==> src/rtl/core/mph_pkg.sv <==
`timescale 1ns / 1ps
// ----------------------------------------------------------------------------
// mph_pkg
// Shared codes, widths and result type of the MMTP packet header parser.
// ----------------------------------------------------------------------------
package mph_pkg;

  localparam int PhaseW = 3;
  localparam int IdxW   = 4;

  localparam logic [PhaseW-1:0] PH_FIXED   = 3'd0;
  localparam logic [PhaseW-1:0] PH_COUNTER = 3'd1;
  localparam logic [PhaseW-1:0] PH_EXTHDR  = 3'd2;
  localparam logic [PhaseW-1:0] PH_EXTBODY = 3'd3;
  localparam logic [PhaseW-1:0] PH_PAYLOAD = 3'd4;

  localparam logic [1:0] K_HEADER = 2'd0;
  localparam logic [1:0] K_EXT    = 2'd1;
  localparam logic [1:0] K_PAY    = 2'd2;
  localparam logic [1:0] K_TRUNC  = 2'd3;

  localparam logic [IdxW-1:0] FIXED_LAST = 4'd11;
  localparam logic [IdxW-1:0] WORD_LAST  = 4'd3;

  localparam int BIT_COUNTER = 5;
  localparam int BIT_EXT     = 1;

  localparam int OutDataW = 168;

  typedef struct packed {
    logic [1:0]  result_kind;
    logic [1:0]  version;
    logic [5:0]  header_flags;
    logic [5:0]  payload_type;
    logic [15:0] packet_id;
    logic [31:0] delivery_timestamp;
    logic [31:0] sequence_number;
    logic [31:0] packet_counter;
    logic [15:0] extension_type;
    logic [15:0] extension_length;
    logic [7:0]  out_byte;
    logic        last_of_packet;
  } res_t;

endpackage

==> src/rtl/core/mph_in_stage.sv <==
`timescale 1ns / 1ps
// ----------------------------------------------------------------------------
// mph_in_stage
// Input register holding one packet byte and its end marker.
// ----------------------------------------------------------------------------
module mph_in_stage
  import mph_pkg::*;
(
  input  logic       clk,
  input  logic       rst,
  input  logic       s_tvalid,
  output logic       s_tready,
  input  logic [7:0] s_tdata,   // data_byte
  input  logic       s_tlast,
  input  logic       take,
  output logic       vld,
  output logic [7:0] data_byte,
  output logic       end_of_packet
);

  assign s_tready = !vld || take;

  always_ff @(posedge clk) begin
    if (rst) begin
      vld <= 1'b0;
    end else if (s_tready) begin
      vld <= s_tvalid;
    end
  end

  always_ff @(posedge clk) begin
    if (s_tready && s_tvalid) begin
      data_byte     <= s_tdata;
      end_of_packet <= s_tlast;
    end
  end

endmodule

==> src/rtl/core/mph_parser.sv <==
`timescale 1ns / 1ps
// ----------------------------------------------------------------------------
// mph_parser
// Header field collection, phase tracking and result formation.
// ----------------------------------------------------------------------------
module mph_parser
  import mph_pkg::*;
(
  input  logic       clk,
  input  logic       rst,
  input  logic       take,
  input  logic [7:0] data_byte,
  input  logic       end_of_packet,
  output logic       has_res,
  output res_t       res
);

  logic [PhaseW-1:0] phase, phase_next;
  logic [IdxW-1:0]   idx, idx_next;
  logic [15:0]       rem, rem_next;
  logic [7:0]        first, first_next;
  logic [5:0]        second, second_next;
  logic [15:0]       pid, pid_next;
  logic [31:0]       ts, ts_next;
  logic [31:0]       seq, seq_next;
  logic [31:0]       ctr, ctr_next;
  logic [15:0]       etype, etype_next;
  logic [15:0]       elen, elen_next;
  logic              clr, finish, trunc;
  logic              has_ctr, has_ext;

  assign has_ctr = first[BIT_COUNTER];
  assign has_ext = first[BIT_EXT];

  always_comb begin
    phase_next  = phase;
    idx_next    = idx;
    rem_next    = rem;
    first_next  = first;
    second_next = second;
    pid_next    = pid;
    ts_next     = ts;
    seq_next    = seq;
    ctr_next    = ctr;
    etype_next  = etype;
    elen_next   = elen;
    clr         = 1'b0;
    finish      = 1'b0;
    trunc       = 1'b0;
    has_res     = 1'b0;
    res         = '0;

    case (phase)
      PH_COUNTER: begin
        ctr_next = {ctr[23:0], data_byte};
        idx_next = idx + 1'b1;
        if (idx == WORD_LAST) begin
          if (has_ext) begin
            idx_next = '0;
            if (end_of_packet) begin
              trunc = 1'b1;
            end else begin
              phase_next = PH_EXTHDR;
            end
          end else begin
            finish = 1'b1;
          end
        end else if (end_of_packet) begin
          trunc = 1'b1;
        end
      end
      PH_EXTHDR: begin
        if (idx[IdxW-1:1] == '0) begin
          etype_next = {etype[7:0], data_byte};
        end else begin
          elen_next = {elen[7:0], data_byte};
        end
        idx_next = idx + 1'b1;
        if (idx == WORD_LAST) begin
          finish = 1'b1;
        end else if (end_of_packet) begin
          trunc = 1'b1;
        end
      end
      PH_EXTBODY: begin
        if (end_of_packet && rem > 16'd1) begin
          trunc = 1'b1;
        end else begin
          has_res            = 1'b1;
          res.result_kind    = K_EXT;
          res.out_byte       = data_byte;
          res.last_of_packet = end_of_packet;
          rem_next           = rem - 16'd1;
          if (end_of_packet) begin
            clr = 1'b1;
          end else if (rem_next == '0) begin
            phase_next = PH_PAYLOAD;
          end
        end
      end
      PH_PAYLOAD: begin
        has_res            = 1'b1;
        res.result_kind    = K_PAY;
        res.out_byte       = data_byte;
        res.last_of_packet = end_of_packet;
        clr                = end_of_packet;
      end
      default: begin
        case (idx)
          4'd0: first_next = data_byte;
          4'd1: second_next = data_byte[5:0];
          4'd2, 4'd3: pid_next = {pid[7:0], data_byte};
          4'd4, 4'd5, 4'd6, 4'd7: ts_next = {ts[23:0], data_byte};
          default: seq_next = {seq[23:0], data_byte};
        endcase
        idx_next = idx + 1'b1;
        if (idx == FIXED_LAST) begin
          idx_next = '0;
          if (has_ctr) begin
            if (end_of_packet) begin
              trunc = 1'b1;
            end else begin
              phase_next = PH_COUNTER;
            end
          end else if (has_ext) begin
            if (end_of_packet) begin
              trunc = 1'b1;
            end else begin
              phase_next = PH_EXTHDR;
            end
          end else begin
            finish = 1'b1;
          end
        end else if (end_of_packet) begin
          trunc = 1'b1;
        end
      end
    endcase

    if (finish) begin
      has_res                = 1'b1;
      res.result_kind        = K_HEADER;
      res.version            = first[7:6];
      res.header_flags       = first[5:0];
      res.payload_type       = second_next;
      res.packet_id          = pid_next;
      res.delivery_timestamp = ts_next;
      res.sequence_number    = seq_next;
      res.packet_counter     = has_ctr ? ctr_next : '0;
      res.extension_type     = has_ext ? etype_next : '0;
      res.extension_length   = has_ext ? elen_next : '0;
      res.last_of_packet     = end_of_packet;
      idx_next               = '0;
      rem_next               = has_ext ? elen_next : '0;
      phase_next             = (rem_next != '0) ? PH_EXTBODY : PH_PAYLOAD;
      clr                    = end_of_packet;
    end

    if (trunc) begin
      has_res            = 1'b1;
      res                = '0;
      res.result_kind    = K_TRUNC;
      res.last_of_packet = 1'b1;
      clr                = 1'b1;
    end
  end

  always_ff @(posedge clk) begin
    if (rst) begin
      phase <= PH_FIXED;
      idx   <= '0;
      rem   <= '0;
      first <= '0;
    end else if (take) begin
      if (clr) begin
        phase <= PH_FIXED;
        idx   <= '0;
        rem   <= '0;
        first <= '0;
      end else begin
        phase <= phase_next;
        idx   <= idx_next;
        rem   <= rem_next;
        first <= first_next;
      end
    end
  end

  always_ff @(posedge clk) begin
    if (take) begin
      second <= second_next;
      pid    <= pid_next;
      ts     <= ts_next;
      seq    <= seq_next;
      ctr    <= ctr_next;
      etype  <= etype_next;
      elen   <= elen_next;
    end
  end

endmodule

==> src/rtl/core/mph_out_stage.sv <==
`timescale 1ns / 1ps
// ----------------------------------------------------------------------------
// mph_out_stage
// Result register in front of the output stream.
// ----------------------------------------------------------------------------
module mph_out_stage
  import mph_pkg::*;
(
  input  logic clk,
  input  logic rst,
  input  logic take,
  input  logic has_res,
  input  res_t res_in,
  input  logic m_tready,
  output logic free,
  output logic vld,
  output res_t res
);

  assign free = !vld || m_tready;

  always_ff @(posedge clk) begin
    if (rst) begin
      vld <= 1'b0;
    end else if (take) begin
      vld <= has_res;
    end else if (m_tready) begin
      vld <= 1'b0;
    end
  end

  always_ff @(posedge clk) begin
    if (take && has_res) begin
      res <= res_in;
    end
  end

endmodule

==> src/rtl/core/mmtp_packet_header_parser.sv <==
`timescale 1ns / 1ps
// ----------------------------------------------------------------------------
// mmtp_packet_header_parser
// Parses the MMTP fixed header, optional counter and extension header from a
// byte stream, then passes extension and payload bytes through.
//
//   channel  dir  tdata                              tuser        tlast
//   s_*      in   data_byte                          -            end_of_packet
//   m_*      out  header fields, out_byte (168 b)    result_kind  last_of_packet
//
// One byte per cycle sustained while m_tready is high; an input transfer reaches
// its result through the input register, then the result register.
// Bytes that only fill header fields produce no result.
// rst clears both stage valids and returns parsing to the fixed header.
// A stall on m_tready backs up into s_tready through the two registers.
// ----------------------------------------------------------------------------
module mmtp_packet_header_parser
  import mph_pkg::*;
(
  input  logic                clk,
  input  logic                rst,
  input  logic                s_tvalid,
  output logic                s_tready,
  input  logic [7:0]          s_tdata,  // data_byte
  input  logic                s_tlast,
  output logic                m_tvalid,
  input  logic                m_tready,
  output logic [OutDataW-1:0] m_tdata,  // version, header_flags, payload_type,
                                        // packet_id, delivery_timestamp,
                                        // sequence_number, packet_counter,
                                        // extension_type, extension_length,
                                        // out_byte, zero pad
  output logic [1:0]          m_tuser,  // result_kind
  output logic                m_tlast
);

  logic       in_vld, out_free, take, has_res;
  logic [7:0] data_byte;
  logic       end_of_packet;
  res_t       res_c, res_q;

  assign take = in_vld && out_free;

  mph_in_stage u_in (
    .clk           (clk),
    .rst           (rst),
    .s_tvalid      (s_tvalid),
    .s_tready      (s_tready),
    .s_tdata       (s_tdata),
    .s_tlast       (s_tlast),
    .take          (take),
    .vld           (in_vld),
    .data_byte     (data_byte),
    .end_of_packet (end_of_packet)
  );

  mph_parser u_parse (
    .clk           (clk),
    .rst           (rst),
    .take          (take),
    .data_byte     (data_byte),
    .end_of_packet (end_of_packet),
    .has_res       (has_res),
    .res           (res_c)
  );

  mph_out_stage u_out (
    .clk      (clk),
    .rst      (rst),
    .take     (take),
    .has_res  (has_res),
    .res_in   (res_c),
    .m_tready (m_tready),
    .free     (out_free),
    .vld      (m_tvalid),
    .res      (res_q)
  );

  assign m_tdata = {2'b00, res_q.out_byte, res_q.extension_length, res_q.extension_type,
                    res_q.packet_counter, res_q.sequence_number,
                    res_q.delivery_timestamp, res_q.packet_id, res_q.payload_type,
                    res_q.header_flags, res_q.version};
  assign m_tuser = res_q.result_kind;
  assign m_tlast = res_q.last_of_packet;

endmodule

==> config.mk <==
export PLATFORM = sky130hd
export DESIGN_NAME = mmtp_packet_header_parser
export DESIGN_NICKNAME = d
export VERILOG_FILES = /design/src/rtl/core/mph_pkg.sv /design/src/rtl/core/mph_in_stage.sv /design/src/rtl/core/mph_parser.sv /design/src/rtl/core/mph_out_stage.sv /design/src/rtl/core/mmtp_packet_header_parser.sv
export SDC_FILE = /design/constraint.sdc
export NUM_CORES = 1
export LEC_CHECK = 0
export BUFFER_PORTS_ARGS = -buffer_cell sky130_fd_sc_hd__buf_2
export CAP_MARGIN = 40
export CORE_MARGIN = 2
export CORE_UTILIZATION = 40
export DETAILED_ROUTE_END_ITERATION = 8
export SETUP_SLACK_MARGIN = 0.1
export SLEW_MARGIN = 10
export SYNTH_ARGS = -nofsm -noshare
export SYNTH_HDL_FRONTEND = slang
export SYNTH_SLANG_ARGS = --single-unit
==> constraint.sdc <==
create_clock -name clk -period 13.51 [get_ports clk]
set_clock_uncertainty 0.15 [all_clocks]
set_input_delay 1.351 -clock clk [delete_from_list [all_inputs] [get_ports clk]]
set_output_delay 1.351 -clock clk [all_outputs]
set_load 0.005 [all_outputs]
==> After elaboration in Yosys (flattened, before gate mapping) <==
Cells that the tools add are included.
{ "word_totals": {"inputBits": 13, "word_cells": 155, "register_bits": 361} }
{ "op_classes": {"bitwise_logic": 3, "addsub": 2, "n_mux": 72, "reduce_logical": 29, "n_eq_ne": 21, "n_lt_le_gt_ge": 1} }
{ "op_table": {"columns": ["op", "count"], "rows": [
  ["$mux W16", 12],
  ["$mux W32", 6],
  ["$mux W160", 1],
  ["$mux W3", 12],
  ["$mux W8", 3],
  ["$mux W1", 22],
  ["$mux W4", 5],
  ["$pmux W9 S2", 1],
  ["$eq A4 B3 Y1 const B", 4],
  ["$gt A16 B1 Y1 const B", 1],
  ["$logic_not A16 Y1", 1],
  ["$reduce_bool A16 Y1", 1],
  ["$sub A16 B1 Y16 const B", 1],
  ["$mux W6", 2],
  ["$pmux W4 S3", 1],
  ["$mux W9", 1],
  ["$ne A3 B1 Y1 const B", 3],
  ["$pmux W3 S3", 1],
  ["$eq A4 B2 Y1 const B", 2],
  ["$ne A4 B1 Y1 const B", 2],
  ["$ne A4 B2 Y1 const B", 2],
  ["$reduce_and A8 Y1", 1],
  ["$reduce_or A2 Y1", 4],
  ["$reduce_or A4 Y1", 2],
  ["25 further kinds", 37]
]} }

==> Logic depth before layout (Yosys ltp) <==
{ "logic_depth": {"depth_word": 8, "mapped_depth": 12, "ltp_nobuf": 9} }

==> Hierarchy <==
From an unflattened synthesis, not the netlist that was laid out.
{ "unflattened": {"cells_unflattened": 1042, "area_unflattened_um2": 15292.2} }
{ "by_module_without_submodules": {"columns": ["mod", "instances", "cells_each", "area_each_um2"], "rows": [
  ["mph_parser", 1, 850, 9806.9],
  ["mph_out_stage", 1, 174, 5134.9],
  ["mph_in_stage", 1, 14, 325.3],
  ["mmtp_packet_header_parser", 1, 4, 25.0]
]} }

==> Worst setup path before layout <==
Ideal clock, no wire load.
{ "synth_timing": {"path_kind": "reg2reg", "from": "register u_parse.idx[1]", "to": "register u_out.res[0] (netlist name) (enable)", "t_arrival_ns": 9.932, "n_path_buf": 1, "slack_ns": 2.675, "setup_time_ns": 0.753, "stages_incl_launch_ff": 7, "synth_period_minus_slack_ns": 10.835, "t_required_ns": 12.607, "path_cell_list": "dfxtp_1 > ha_1 > or3b_1 > o32ai_2 > buf_2 > nor2_1 > a21oi_1"} }
{ "synth_between": {"elab_chain_len": 6} }
{ "synth_rtl": {"columns": ["item", "line_no", "source"], "rows": [
  ["start, declared", "mph_parser.sv:19", "logic [IdxW-1:0] idx, idx_next;"],
  ["start signal, assigned", "mph_parser.sv:182", "idx <= idx_next;"],
  ["$eq A4 B4 Y1 / $eq A4 B2 Y1 (equally long branches)", "mph_parser.sv:117, mph_parser.sv:57, mph_parser.sv:79", null],
  ["$mux W1 (on tied branches)", "mph_parser.sv:117, mph_parser.sv:57, mph_parser.sv:79", null],
  ["$pmux W1 S3", "mph_parser.sv:53", "case (phase)"],
  ["$mux W1", "mph_parser.sv:140", "if (finish) begin"],
  ["$mux W1 (*)", "mph_parser.sv:159", "if (trunc) begin"],
  ["$logic_and A1 B1 Y1 (*)", "mph_out_stage.sv:33", "if (take && has_res) begin"],
  ["end signal, assigned", "mph_out_stage.sv:34", "res <= res_in;"],
  ["end, declared", "mph_out_stage.sv:17", "output res_t res"]
]} }
Every way passes the cells marked *; elsewhere a longest branch is shown, timed or not.
A chain may end at the register's enable or synchronous reset.

==> Worst setup path in the final report <==
{ "layout_timing": {"from": "register u_parse.idx[0]", "to": "register u_out.res[38] (netlist name) (enable)"} }
Same word-level chain as after synthesis.

==> summary.md <==
| Metric | Value |
|---|---|
| CP max stage delay | `0.65 ns` |
| Synth Warn # | `0` |
| Die Y | `roughly 200 µm` |
| Setup violators final | `0` |
| Port bufs | `around 180` |
| Largest net degree at the start of global routing | `86` |
| Post-Synth Adder-Cell Area | `0.005710` |
| Placed cell area | `0.01685 mm²` |
| Design Area, Final | `~0.018 mm²` |
| Initial antenna violation count | `1` |
| Number of buffers created by CTS | `38` |
| Worst reg2reg path startpoint | `u_parse.idx[0]$_SDFFE_PP0P_` |
| Final Hold Vio Count | `0` |
| CP Max Fanout | `52` |
| Status | `finished clean` |
| Synth Instances | `about 1.0k` |
| R2r endpoint | `u_out.res[38]$_SDFFCE_PP0P_` |
| Core area | `around 0.038 mm²` |
| Final nets | `approximately 1.2k` |
| Vias per std cell | `between 5 and 6` |
| Peak Freq | `roughly 280 MHz` |
| Yosys top cell by area | `edfxtp_1` |
| Clock sinks | `361` |
| Ratio of cells with drive above 1 in the final layout | `0.3325` |
| Unrepaired setup endpoints after global routing | `no` |
| Post-synthesis mux area share | `0.1122` |
| Max-slew violations | `0` |
| Top-area cell type share of the netlist area | `0.6421` |
| Slack of the critical path | `9.932 ns` |
| Hpwl dp | `21,730 µm` |
| Commonest register cell after synthesis | `edfxtp_1` |
| Max VDD drop | `slightly below 0.07 mV` |
| Reg2Reg Depth | `10` |
| Setup bufs post-CTS | `0` |
| Fin crit period | `3.578 ns` |
| Async SR Flop Fraction | `0` |
| Avg Inst Size Synth | `roughly 15 µm²` |
| Tcrit/Tclk final | `0.2648` |
| Min-delay worst type | `reg -> reg` |
| Register bit count reported by yosys | `361` |
| Worst slew pin tran | `0.8470 ns` |
| Buffers and inverters on the worst path | `2` |
| Sequential share of the synthesized area | `0.6852` |
| DRT iter0 DRCs | `683` |
| Synth-to-Final Area Change | `17.60%` |
| CP endpoint kind | `register` |
| Max-cap violation count | `0` |
| Post-synthesis simple-gate area fraction | `0.1179` |
| Synth cell types | `between 50 and 60` |
| Vias in the first global route | `roughly 8.8k` |
| Compound-Gate Fraction of Synth Area | `0.04723` |
| Fillers | `3,308` |
| Mapped cell area | `between 0.015 and 0.02 mm²` |
| CTS tree | `done` |
| Final core utilization | `0.4778` |
| Clock Latency Late Sink | `0.53 ns` |
| Critical path cell sequence | `ha_1 -> or3b_1 -> o21bai_1 -> a32oi_1 -> nor2_1 -> a211oi_1 -> nor2_1 -> a21oi_4 -> buf_4 -> buf_4` |
| DR vias | `roughly 8.9k` |
| Routed wire length | `34,340 µm` |
| Hold bufs inserted after CTS | `0` |
| Clock slew at reported path FFs | `around 0.06 ns` |
| H-tree levels | `2` |
| First drt pass iteration count | `5` |
| CP startpoint kind | `register` |
| Cts repair resizes | `0` |
| CP delay by family, top | `buffers and inverters` |
| Overflow after GRT | `0` |
| Rows | `between 70 and 80` |
| EDFF count, synth | `328` |
| Initial Utilization | `0.4063` |
| Largest family of logic cells by synthesized area | `simple AND/OR/NAND/NOR gates` |
| CP Launch Point | `u_parse.idx[0]$_SDFFE_PP0P_` |
| Routed len/inst | `19.61 µm` |
| All-Layer GR Usage | `0.1688` |
| I/O Pins | `between 150 and 200` |
| Max clock buf depth | `3` |
| Req. time, crit path | `~14 ns` |
| Crit path capture | `u_out.res[38]$_SDFFCE_PP0P_` |
| DR DRC count | `0` |
| DRT antenna net count | `0` |
| Area contributors post-synth | `edfxtp_1 64%, mux2_2 10%, dfxtp_1 4.3%` |
| Pwr dens | `between 100 and 150 mW/mm²` |
| Crit path depth | `10` |
| Die span in x | `approximately 200 µm` |
| XOR/XNOR share of the synthesized area | `0.006852` |
| Place WS | `roughly 9.6 ns` |
| Critical-path top delay cell | `buf_4` |
| Critical Path AT | `3.59 ns` |
| Relative slew slack | `0.4341` |
| Root Buffer | `clkbuf_16` |
| FF-to-FF setup slack | `9.93 ns` |
| Final Wtd Congestion | `around 0.86` |
| First-pass GRT wire length | `approximately 50,000 µm` |
| Die footprint | `0.03993 mm²` |
| Critical setup path kind | `reg -> reg` |
| P_leak | `6.379 nW` |
| Setup TNS | `0 ns` |
## report_power, final
| group | internal [mW] | switching (mW) | leakage, nW |
|---|---|---|---|
| logic | 0.0536 | 0.0744 | 2.49 |
| clock network | 0.576 | 0.422 | 0.576 |
| registers | 1.26 | 0.0217 | 3.31 |
## how the worst min path moves through the flow
stage,startpoint,to,slack (ns),depth (start not counted)
finish,u_parse.first[7]$_SDFFE_PP0P_,u_parse.first[7]$_SDFFE_PP0P_,0.32,2
detailed placement,u_parse.first[7]$_SDFFE_PP0P_,u_parse.first[7]$_SDFFE_PP0P_,0.31,2
global route,u_parse.first[7]$_SDFFE_PP0P_,u_parse.first[7]$_SDFFE_PP0P_,0.35,2
CTS,u_parse.first[7]$_SDFFE_PP0P_,u_parse.first[7]$_SDFFE_PP0P_,0.32,2
floorplan,u_parse.first[0]$_SDFFE_PP0P_,u_parse.first[0]$_SDFFE_PP0P_,0.29,2
global placement,u_parse.first[7]$_SDFFE_PP0P_,u_parse.first[7]$_SDFFE_PP0P_,0.31,2
## worst register-to-register path, delay by kind of cell (launching register included)
kind | cells | cell delay, ns
adder cells (fa/ha/maj) | 1 | 0.31
AO/OA/AOI/OAI | 4 | 0.70
buffers and inverters | 2 | 1.14
flip-flops | 1 | 0.35
AND/OR/NAND/NOR | 3 | 0.54
## area by class of cell
cell class	count	area, µm²	share of cell area
Multi-Input combinational cell	595	4502	0.2495
Antenna cell	1	2.502	0.0001387
Sequential cell	361	10510	0.5826
Clock buffer	49	1022	0.05667
Timing Repair Buffer	202	1142	0.06332
Clock inverter	17	160.2	0.008878
Tap cell	511	639.4	0.03544
Inverter	15	61.31	0.003399
## per-stage QoR
step	total power [mW]	hold WS (ns)	cells
global route	2.484	0.3489	1750
finish	2.403	0.3227	1751
CTS	2.433	0.3237	1750
floorplan	1.385	0.2946	1044
detailed placement	1.429	0.3129	1684
global placement	1.422	0.3141	1678
## cell families (layout without fill, tap and decap cells)
logic type	after synthesis	after routing
buf+inv	88	283
other cells	1	3
simple gates	311	311
flops	361	361
mux	153	153
xor+xnor	12	12
compound gates	110	110
fa+ha+maj	7	7
## cells in the final DEF (no fill, tap or decap), types with 3 or more instances in the layout
cell	synthesis	final
xnor2_1	8	8
mux2_1	3	3
inv_1	15	14
o21ai_0	22	22
mux2i_1	7	7
ha_1	7	7
nand4_1	4	4
clkbuf_1	54	8
nor4_1	13	13
or3_1	12	12
and2_1	96	96
xor2_1	4	4
nor2b_1	40	40
o31ai_1	3	3
buf_4	2	13
a32oi_1	3	3
buf_2	14	183
nor2_1	38	37
o21ai_1	5	5
edfxtp_1	328	328
and3_1	32	32
nand2_1	31	31
nand3b_1	13	13
clkinv_2	0	5
mux2_2	141	141
nor3b_1	7	6
clkbuf_8	0	3
dfxtp_1	33	33
nor3_1	9	9
buf_16	0	3
nand2b_1	5	5
or3b_1	3	3
o32ai_1	4	4
inv_6	0	3
a21oi_1	45	44
clkinv_1	0	4
clkbuf_16	0	38
## per-layer routing
layer	vias to the layer above	global-route usage	wire, µm
li1	4208	-	-
met1	4448	0.2247	15250
met2	225	0.2788	16590
met3	51	0.03511	1751
met4	2	0.05185	738
met5	-	0	11
## flip-flops by register name (all words and copies together), names as in the netlist
name	count
u_parse.first	8
u_parse.seq	32
u_in.end_of_packet	1
u_parse.etype	16
u_parse.pid	16
u_parse.second	6
u_parse.ctr	32
u_parse.idx	4
u_out.vld	1
u_in.vld	1
u_parse.phase	3
u_in.data_byte	8
u_parse.rem	16
u_out.res	169
u_parse.elen	16
u_parse.ts	32
## cell usage after synthesis (9+ instances only)
library cell,number
clkbuf_1,54
nand3b_1,13
a21oi_1,45
inv_1,15
nor3_1,9
and2_1,96
dfxtp_1,33
buf_2,14
or3_1,12
nor4_1,13
nand2_1,31
and3_1,32
edfxtp_1,328
nor2_1,38
mux2_2,141
nor2b_1,40
o21ai_0,22
(Power assumes the default switching activity.)
